<file path="src/rtl/second_order_byte_checksum_macros.svh">
// Assertion macros used by the checksum top level.
`ifndef SECOND_ORDER_BYTE_CHECKSUM_MACROS_SVH
`define SECOND_ORDER_BYTE_CHECKSUM_MACROS_SVH

`ifndef SYNTHESIS
// Same-cycle implication, sampled on clk, off while rst_n is low.
`define SOBC_ASSERT_NOW(lbl, ante, cons) \
  lbl: assert property (@(posedge clk) disable iff (!rst_n) (ante) |-> (cons)) \
    else $error("assertion failed: %m");
// Next-cycle implication, sampled on clk, off while rst_n is low.
`define SOBC_ASSERT_NEXT(lbl, ante, cons) \
  lbl: assert property (@(posedge clk) disable iff (!rst_n) (ante) |=> (cons)) \
    else $error("assertion failed: %m");
`else
`define SOBC_ASSERT_NOW(lbl, ante, cons)
`define SOBC_ASSERT_NEXT(lbl, ante, cons)
`endif

`endif

</file>
<file path="src/rtl/sobc_pkg.sv">
// Types and constants for the second-order byte checksum.
package sobc_pkg;

  localparam int BYTE_W = 8;
  localparam int VAL_W  = 16;
  localparam int POS_W  = 8;

  localparam logic [VAL_W-1:0] MODULUS      = 16'hFFFF;
  localparam logic [VAL_W-1:0] FIRST_OFFSET = 16'd7;
  localparam logic [POS_W-1:0] ALPHA_MULT   = 8'd17;
  localparam logic [POS_W-1:0] BETA_MULT    = 8'd31;
  // 256 * 65535: lifts the largest negative difference above zero
  localparam logic [25:0]      FOLD_BIAS    = 26'd16776960;

  typedef struct packed {
    logic [VAL_W-1:0] older;
    logic [VAL_W-1:0] newer;
    logic [POS_W-1:0] pos;
    logic             in_msg;
  } state_t;

  localparam state_t STATE_RESET = '{
    older:  16'd1,
    newer:  16'd1,
    pos:    8'd0,
    in_msg: 1'b0
  };

endpackage

</file>
<file path="src/rtl/sobc_step.sv">
// One recurrence step: state and byte in, next state and checksum out.
module sobc_step (
  input  sobc_pkg::state_t                cur_state,
  input  logic [sobc_pkg::BYTE_W-1:0]     data_byte,
  input  logic                            last,
  output sobc_pkg::state_t                nxt_state,
  output logic [sobc_pkg::VAL_W-1:0]      checksum
);

  logic [7:0]  alpha;
  logic [7:0]  beta;
  logic [8:0]  coef_a;
  logic [24:0] prod_a;
  logic [23:0] prod_b;
  logic        neg;
  logic [25:0] biased;
  logic [16:0] fold1;
  logic [15:0] fold2;
  logic [15:0] rec_val;
  logic [15:0] first_val;
  sobc_pkg::state_t upd;

  // coefficients taken mod 256
  assign alpha  = 8'(cur_state.pos * sobc_pkg::ALPHA_MULT);
  assign beta   = 8'(cur_state.pos * sobc_pkg::BETA_MULT);
  assign coef_a = {1'b0, data_byte} + {1'b0, alpha};

  assign prod_a = {16'b0, coef_a} * {9'b0, cur_state.newer};
  assign prod_b = {16'b0, beta} * {8'b0, cur_state.older};
  assign neg    = (prod_a < {1'b0, prod_b});

  // 64-bit wrap of a negative difference adds one mod 65535
  assign biased = {1'b0, prod_a} - {2'b0, prod_b} + {25'b0, neg} + sobc_pkg::FOLD_BIAS;

  // 2^16 == 1 mod 65535: fold high bits onto low bits
  assign fold1   = {7'b0, biased[25:16]} + {1'b0, biased[15:0]};
  assign fold2   = fold1[15:0] + {15'b0, fold1[16]};
  assign rec_val = (fold2 == sobc_pkg::MODULUS) ? 16'd0 : fold2;

  assign first_val = {8'b0, data_byte} + sobc_pkg::FIRST_OFFSET;

  always_comb begin
    if (!cur_state.in_msg) begin
      upd.older  = 16'd1;
      upd.newer  = first_val;
      upd.pos    = 8'd1;
      upd.in_msg = 1'b1;
    end else begin
      upd.older  = cur_state.newer;
      upd.newer  = rec_val;
      upd.pos    = cur_state.pos + 8'd1;
      upd.in_msg = 1'b1;
    end
  end

  assign checksum  = upd.newer;
  assign nxt_state = last ? sobc_pkg::STATE_RESET : upd;

endmodule

</file>
<file path="src/rtl/second_order_byte_checksum.sv">
// Top level of the second-order byte checksum engine.
//
// Input channel: in_valid / in_stall carrying in_data_byte and in_last.
// A word is taken at a rising edge with in_valid high and in_stall low.
// Bytes of a message arrive in order; in_last marks the final byte.
// Result channel: out_valid / out_stall carrying out_checksum, one word per
// message, produced when the byte flagged last has been processed.
//
// Path: a taken byte passes from the input register through one recurrence
// step into the state and result registers; a last byte may wait there for a
// free output register. One byte per cycle is taken while no last byte waits.
// The recurrence state is updated by two small multiplies and a mod-65535
// fold.
// Reset (rst_n low, synchronous): no words held, recurrence state back to
// its start, the next byte begins a new message.
// Stall: a held result waits in the output register. Non-last bytes keep
// flowing past it; only a last byte waits in the input register until the
// output register frees, and in_stall is raised only while it waits.
`include "second_order_byte_checksum_macros.svh"

module second_order_byte_checksum (
  input  logic                         clk,
  input  logic                         rst_n,
  input  logic                         in_valid,
  output logic                         in_stall,
  input  logic [sobc_pkg::BYTE_W-1:0]  in_data_byte,
  input  logic                         in_last,
  output logic                         out_valid,
  input  logic                         out_stall,
  output logic [sobc_pkg::VAL_W-1:0]   out_checksum
);

  // input register
  logic                        stage_valid_r;
  logic [sobc_pkg::BYTE_W-1:0] stage_byte_r;
  logic                        stage_last_r;

  // recurrence state
  sobc_pkg::state_t            state_r;
  sobc_pkg::state_t            state_nxt;

  // result register
  logic                        out_valid_r;
  logic [sobc_pkg::VAL_W-1:0]  out_checksum_r;
  logic [sobc_pkg::VAL_W-1:0]  checksum_nxt;

  logic out_free;
  logic stage_fire;
  logic in_fire;

  // non-last bytes never need the output slot
  assign out_free   = !out_valid_r || !out_stall;
  assign stage_fire = stage_valid_r && (!stage_last_r || out_free);
  assign in_stall   = stage_valid_r && !stage_fire;
  assign in_fire    = in_valid && !in_stall;

  sobc_step u_step (
    .cur_state (state_r),
    .data_byte (stage_byte_r),
    .last      (stage_last_r),
    .nxt_state (state_nxt),
    .checksum  (checksum_nxt)
  );

  always_ff @(posedge clk) begin
    if (!rst_n) begin
      stage_valid_r <= 1'b0;
      out_valid_r   <= 1'b0;
      state_r       <= sobc_pkg::STATE_RESET;
    end else begin
      stage_valid_r <= in_fire || (stage_valid_r && !stage_fire);
      if (stage_fire) begin
        state_r <= state_nxt;
      end
      if (stage_fire && stage_last_r) begin
        out_valid_r <= 1'b1;
      end else if (!out_stall) begin
        out_valid_r <= 1'b0;
      end
    end
  end

  // payload registers, no reset
  always_ff @(posedge clk) begin
    if (in_fire) begin
      stage_byte_r <= in_data_byte;
      stage_last_r <= in_last;
    end
    if (stage_fire && stage_last_r) begin
      out_checksum_r <= checksum_nxt;
    end
  end

  assign out_valid    = out_valid_r;
  assign out_checksum = out_checksum_r;

  // residue never reaches the modulus
  `SOBC_ASSERT_NOW(a_sum_range, out_valid_r, out_checksum_r != sobc_pkg::MODULUS)
  // last byte yields a result and restarts the recurrence
  `SOBC_ASSERT_NEXT(a_last_result, stage_fire && stage_last_r, out_valid_r)
  `SOBC_ASSERT_NEXT(a_last_clear, stage_fire && stage_last_r,
                    !state_r.in_msg && state_r.pos == 8'd0)
  // outside a message the position is zero
  `SOBC_ASSERT_NOW(a_idle_pos, !state_r.in_msg, state_r.pos == 8'd0)
  // back-pressure only with a held last byte facing a full, stalled output
  `SOBC_ASSERT_NOW(a_stall_cause, in_stall,
                   stage_valid_r && stage_last_r && out_valid_r && out_stall)

endmodule

</file>
<file path="config.mk">
export PLATFORM = sky130hd
export DESIGN_NAME = second_order_byte_checksum
export DESIGN_NICKNAME = d
export VERILOG_FILES = /design/src/rtl/sobc_pkg.sv /design/src/rtl/sobc_step.sv /design/src/rtl/second_order_byte_checksum.sv
export VERILOG_INCLUDE_DIRS = /design/src /design/src/rtl
export SDC_FILE = /design/constraint.sdc
export NUM_CORES = 1
export LEC_CHECK = 0
export BUFFER_PORTS_ARGS = -buffer_cell sky130_fd_sc_hd__buf_2
export CAP_MARGIN = 20
export CORE_MARGIN = 1
export CORE_UTILIZATION = 65
export DETAILED_ROUTE_END_ITERATION = 10
export PLACE_DENSITY_LB_ADDON = 0.2
export SKIP_LAST_GASP = 1
export SLEW_MARGIN = 20
export SYNTH_ARGS = -nofsm -noshare
export SYNTH_HDL_FRONTEND = slang
export SYNTH_SLANG_ARGS = --single-unit
</file>
<file path="constraint.sdc">
create_clock -name clk -period 32.6 [get_ports clk]
set_input_delay 3.26 -clock clk [delete_from_list [all_inputs] [get_ports clk]]
set_output_delay 3.26 -clock clk [all_outputs]
set_load 0.01 [all_outputs]
</file>
After elaboration in Yosys (flattened, before gate mapping)
Cells that the tools add are included.

Bits in registers: 68. Bits in latches: 0. Bits in writable memories: 0. ROM bits: 0. Input bits: 13. Output and inout port bits: 18. Word-level logic and storage cells: 41. Memories kept: 0.

$add $sub $neg: 8. Multiply operators: 4. Divide/modulo/power cells: 0. Order comparisons: 1. Eq/ne operators: 2. Shift-type cells: 0. Mux-type cells: 5. Bitwise operators: 0. Reduce and logical (&&, ||, !) cells: 12.

Operators with widths (number): 2-to-1 mux 41 bit (2); adder 26 x 1 -> 26 bit (1); adder 26 x 24 -> 26 bit (second input constant) (1); subtractor 25 x 24 -> 26 bit (1); < comparator 25 x 24 -> 1 bit (1); multiplier 9 x 16 -> 25 bit (1); multiplier 8 x 16 -> 24 bit (1); adder 10 x 16 -> 17 bit (1); adder 16 x 1 -> 16 bit (1); equality test 16 bit (second input constant) (1); multiplier 8 x 5 -> 8 bit (second input constant) (2); 2-to-1 mux 16 bit (1); adder 8 x 3 -> 9 bit (second input constant) (1); adder 8 x 8 -> 9 bit (1); adder 8 x 1 -> 8 bit (second input constant) (1); logical NOT 1 bit (5); logical AND 1 bit (4); logical OR 1 bit (3); 2-to-1 mux 1 bit (2); != test 2 x 1 -> 1 bit (second input constant) (1).

Longest topological paths before layout
Depth in word-level cells: 12. Depth in mapped cells: 67. Gate-level depth less buffers: 65.

By module
From an unflattened synthesis, not the netlist that was laid out.

Cell total of the unflattened synthesis: 1830. Area, all modules: 15680.0 um^2.

Modules (own cells, without submodules): sobc_step (instances 1, cells each 1616, area each 13171.4 um^2, sequential area each 0.0 um^2); second_order_byte_checksum (instances 1, cells each 214, area each 2508.7 um^2, sequential area each 1611.5 um^2).

Worst setup path before layout
Ideal clock, no wire load.

Path type: reg2reg. Start: reg state_r[2] (netlist name). End: reg out_checksum_r, in the netlist out_checksum[8] (data pin). Library setup time: 0.257 ns. Arrival: 14.334 ns. Data required time: 32.343 ns. Slack: 18.009 ns. Cell stages (with the launch flop): 66. Clock period less this slack: 14.591 ns. Cell sequence: dfxtp_1 inv_1 fa_1 inv_1 fa_1 inv_1 fa_1 inv_1 ha_1 inv_1 o21bai_1 a21oi_1 xnor2_1 clkbuf_1 nand2_1 fa_1 fa_1 fa_1 [... 30 more ...] fa_1 nor2b_1 o31a_1 o22a_2 a31oi_4 nand3b_1 nor4_1 ha_1 and3_1 nand3_1 nor2_1 and3_1 o2111ai_1 o211ai_2 nand4_2 o31ai_4 buf_6 o21ai_2.

Cells in the longest elaborated chain, start to end: 11.

Ends and longest elaborated chain: start, declared (RTL line second_order_byte_checksum.sv:39) `sobc_pkg::state_t state_r;`; start signal, assigned (RTL line second_order_byte_checksum.sv:69) `state_r <= sobc_pkg::STATE_RESET;`; start signal, assigned (RTL line second_order_byte_checksum.sv:73) `state_r <= state_nxt;`; multiplier 8 x 5 -> 8 bit (RTL line sobc_step.sv:24) `assign alpha = 8'(cur_state.pos * sobc_pkg::ALPHA_MULT);`; adder 8 x 8 -> 9 bit (RTL line sobc_step.sv:26) `assign coef_a = {1'b0, data_byte} + {1'b0, alpha};`; multiplier 9 x 16 -> 25 bit (RTL line sobc_step.sv:28) `assign prod_a = {16'b0, coef_a} * {9'b0, cur_state.newer};`; subtractor 25 x 24 -> 26 bit / < comparator 25 x 24 -> 1 bit (equally long branches) (RTL line sobc_step.sv:33, sobc_step.sv:30); adder 26 x 1 -> 26 bit * (RTL line sobc_step.sv:33) `assign biased = {1'b0, prod_a} - {2'b0, prod_b} + {25'b0, neg} + sobc_pkg::FOLD_BIAS;`; adder 26 x 24 -> 26 bit * (RTL line sobc_step.sv:33); adder 10 x 16 -> 17 bit * (RTL line sobc_step.sv:36) `assign fold1 = {7'b0, biased[25:16]} + {1'b0, biased[15:0]};`; adder 16 x 1 -> 16 bit * (RTL line sobc_step.sv:37) `assign fold2 = fold1[15:0] + {15'b0, fold1[16]};`; equality test 16 bit (RTL line sobc_step.sv:38) `assign rec_val = (fold2 == sobc_pkg::MODULUS) ? 16'd0 : fold2;`; 2-to-1 mux 16 bit * (RTL line sobc_step.sv:38); 2-to-1 mux 41 bit * (RTL line sobc_step.sv:43) `if (!cur_state.in_msg) begin`; via checksum_nxt, one bit (RTL line second_order_byte_checksum.sv:45) `logic [sobc_pkg::VAL_W-1:0] checksum_nxt;`; end signal, assigned (RTL line second_order_byte_checksum.sv:90) `out_checksum_r <= checksum_nxt;`; end, declared (RTL line second_order_byte_checksum.sv:44) `logic [sobc_pkg::VAL_W-1:0] out_checksum_r;`.

The timed path passes the listed nets; every way through them passes the cells marked *. A chain may end at the register's enable or synchronous reset.

Worst setup path after layout
Start: reg state_r[1] (netlist name). End: reg out_checksum_r, in the netlist out_checksum[6] (data pin).

The elaborated chain is that of the path after synthesis.

==> summary.md <==
| Metric | Value |
|---|---|
| Run status | finished, final reports clean |
| Remaining antenna violation count after routing | 0 |
| Fin crit share | 0.505 |
| RSZ-0062 raised after global routing | false |
| Via count | roughly 12000 |
| Worst reg2reg path depth | 63 |
| Hold path depth | 2 |
| Placed Area | between 15000 and 20000 um^2 |
| Synth async-reset ratio | 0 |
| GRT Total Usage | 0.341 |
| Hold EP | out_valid |
| Final setup TNS | 0 ps |
| Final hold vios | 0 |
| Die width | between 150 and 200 um |
| CP startpoint kind | flop |
| Boundary Pins | 31 |
| Layout cells sized above 1 | 0.0567 |
| Post-layout minimum cycle time | 16450 ps |
| Crit-path max cell delay | just under 700 ps |
| Final Net Count | 2178 |
| Clock tree buffer depth | 2 |
| DP HPWL | around 32000 um |
| Final instance area | around 16000 um^2 |
| Hold path startpoint | out_valid |
| Num CTS Buffers | 9 |
| Max transition margin | 0.279 |
| Largest net degree at the start of global routing | 41 |
| Top-count cell post-synth | inv_1 |
| TritonRoute pass-1 iters | 5 |
| DIE HEIGHT | between 150 and 200 um |
| Yosys reg bits | about 70 |
| Critical path launch point | state_r[1] |
| Layout area overhead | 4.60% |
| Crit Path Class | flop to flop |
| Top_reg_cell synth | dfxtp_1 |
| PostCTS Resize Cnt | 0 |
| Setup violators final | 0 |
| Syn avg cell area | 8.61 um^2 |
| Max Freq | 0.0608 GHz |
| Clk pin slew, worst setup/hold paths | 70 ps |
| Gr ovfl total | 0 |
| Post-synth EDFFs | 25 |
| Worst EP required | ~33000 ps |
| Netlist cell types | just under 90 |
| Die area | approximately 24000 um^2 |
| WL/cell | approximately 19 um |
| DRT iter0 DRCs | slightly above 800 |
| Fin cells | approximately 2100 |
| Post-synth top cells | inv_1, fa_1, ha_1 |
| CTS tree | yes |
| Via density | ~5.9 |
| Worst Skew | 8.55 ps |
| Rows | 55 |
| Placer congestion estimate | 0.967 |
| Port Buf Inserts | 30 |
| MaxCap Viol Count | 0 |
| Post-CTS Hold Fix Bufs | 0 |
| CTS root buffer | clkbuf_16 |
| Maximum level of the CTS H-tree | 3 |
| Warnings from Yosys | 0 |
| Initial antenna violation count | 1 |
| Placed instance count | just over 2000 |
| Area contributors post-synth | fa_1, ha_1, inv_1 |
| Worst-Margin Slew | 1080 ps |
| Register area share after synthesis | 0.105 |
| Clock latency on the worst-skew pair | about 340 ps |
| DRC | 0 |
| Largest fanout on the critical path | 26 |
| Worst reg2reg setup slack | roughly 16000 ps |
| Mapped Area | ~15000 um^2 |
| Hold Path Class | flop to flop |
| Initial Util | 0.670 |
| Vias in the first global route | between 10000 and 15000 |
| Post-CTS setup buffer count | 0 |
| Global-route wire length before repair | roughly 64000 um |
| R2R Path Start | state_r[1] |
| Post-Syn Nets | approximately 2200 |
| Routed wire length | just under 40000 um |
| Cells after synthesis | 1780 |
| Slew Viols, Final | 0 |
| Critical path's slowest cell | o41ai_1 |
| RR Endpoint | out_checksum[6] |
| Top-area cell type share of the netlist area | 0.263 |
| Most common cell on crit path | fa_1 |
| Area leader, netlist | fa_1 |
| Clock sink count | 68 |
| Diode count | 0 |
| Core Footprint | between 20000 and 25000 um^2 |
| CP Capture Type | flop |
| Crit path DAT | 16520 ps |
-- per-layer routing --
layer | wire length (um) | global-route usage
met1 | 16400 | 0.447
met4 | 1690 | 0.151
met3 | 2570 | 0.0379
met5 | 0 | 0
met2 | 18900 | 0.572
-- sequential cells by signal, summed over array words and instances, names as in the netlist --
name / cells
stage_byte_r: 8
out_valid: 1
stage_last_r: 1
out_checksum: 16
stage_valid_r: 1
state_r: 41
-- layout by cell type (no fill, tap or decap), types with 4 or more instances in the layout --
| cell type | synthesis | layout |
|---|---|---|
| o41ai_1 | 4 | 4 |
| ha_1 | 189 | 189 |
| inv_1 | 326 | 326 |
| dfxtp_1 | 43 | 43 |
| nor2_1 | 73 | 72 |
| or2_2 | 4 | 4 |
| o211ai_1 | 7 | 7 |
| buf_4 | 0 | 11 |
| a21boi_0 | 4 | 4 |
| a21o_1 | 26 | 26 |
| clkbuf_16 | 0 | 10 |
| o21a_1 | 11 | 11 |
| a21oi_1 | 69 | 69 |
| nor3_1 | 23 | 23 |
| nand4_1 | 8 | 8 |
| nand2_1 | 164 | 164 |
| nor4_1 | 4 | 4 |
| buf_2 | 2 | 30 |
| and3_1 | 12 | 12 |
| edfxtp_1 | 25 | 25 |
| o2111ai_1 | 4 | 4 |
| a31oi_1 | 11 | 11 |
| nand2b_1 | 16 | 16 |
| o31ai_1 | 12 | 12 |
| a211oi_1 | 6 | 6 |
| nor2b_1 | 42 | 42 |
| o21ai_0 | 36 | 36 |
| nand3_1 | 39 | 39 |
| fa_1 | 201 | 201 |
| a22oi_1 | 16 | 16 |
| a2111oi_0 | 5 | 5 |
| o21bai_1 | 19 | 19 |
| xor2_1 | 33 | 33 |
| or3_1 | 8 | 8 |
| xnor2_1 | 72 | 70 |
| o31ai_2 | 6 | 6 |
| and2_1 | 137 | 137 |
-- logic make-up after synthesis --
logic type | after synthesis | synth area share
simple gates | 546 | 0.185
compound gates | 282 | 0.130
flops | 68 | 0.105
fa+ha+maj | 390 | 0.417
xor+xnor | 109 | 0.0658
buf+inv | 384 | 0.0962
mux | 1 | 0.000654
-- through the flow --
step	hold WS, ps	setup slack, ps	utilization
after floorplan	464	18010	-
after global placement	510	16950	0.688
after detailed placement	530	16360	0.688
after CTS	539	16310	0.701
after global routing	595	14970	0.701
final	538	16150	0.701
-- how the worst max path moves through the flow --
stage	end	slack, ps	depth (start not counted)
floorplan	out_checksum[8]	18010	65
global placement	out_checksum[8]	16950	64
detailed placement	out_checksum[9]	16360	63
CTS	out_checksum[6]	16310	63
global route	out_checksum[10]	14970	64
finish	out_checksum[6]	16150	63
-- critical path: cells and delay by family (launching register included) --
kind,cells,cell delay (ps)
AOI/OAI and AO/OA,22,5020
xor gates and xnor gates,3,510
adders and majority gates,15,6060
buffers and inverters,7,710
DFF,1,300
and+or+nand+nor,16,3520
-- area by class of cell --
| type | instances | area, um^2 |
|---|---|---|
| Fill cell | 1837 | 6830 |
| Timing Repair Buffer | 41 | 233 |
| Clock buffer | 11 | 264 |
| Multi-Input combinational cell | 1328 | 12300 |
| Inverter | 327 | 1230 |
| Tap cell | 313 | 392 |
| Sequential cell | 68 | 1610 |
| Clock inverter | 5 | 40.0 |
Power is not shown: default switching activity piles up to over one toggle a cycle in this logic, so the estimate is an artifact.
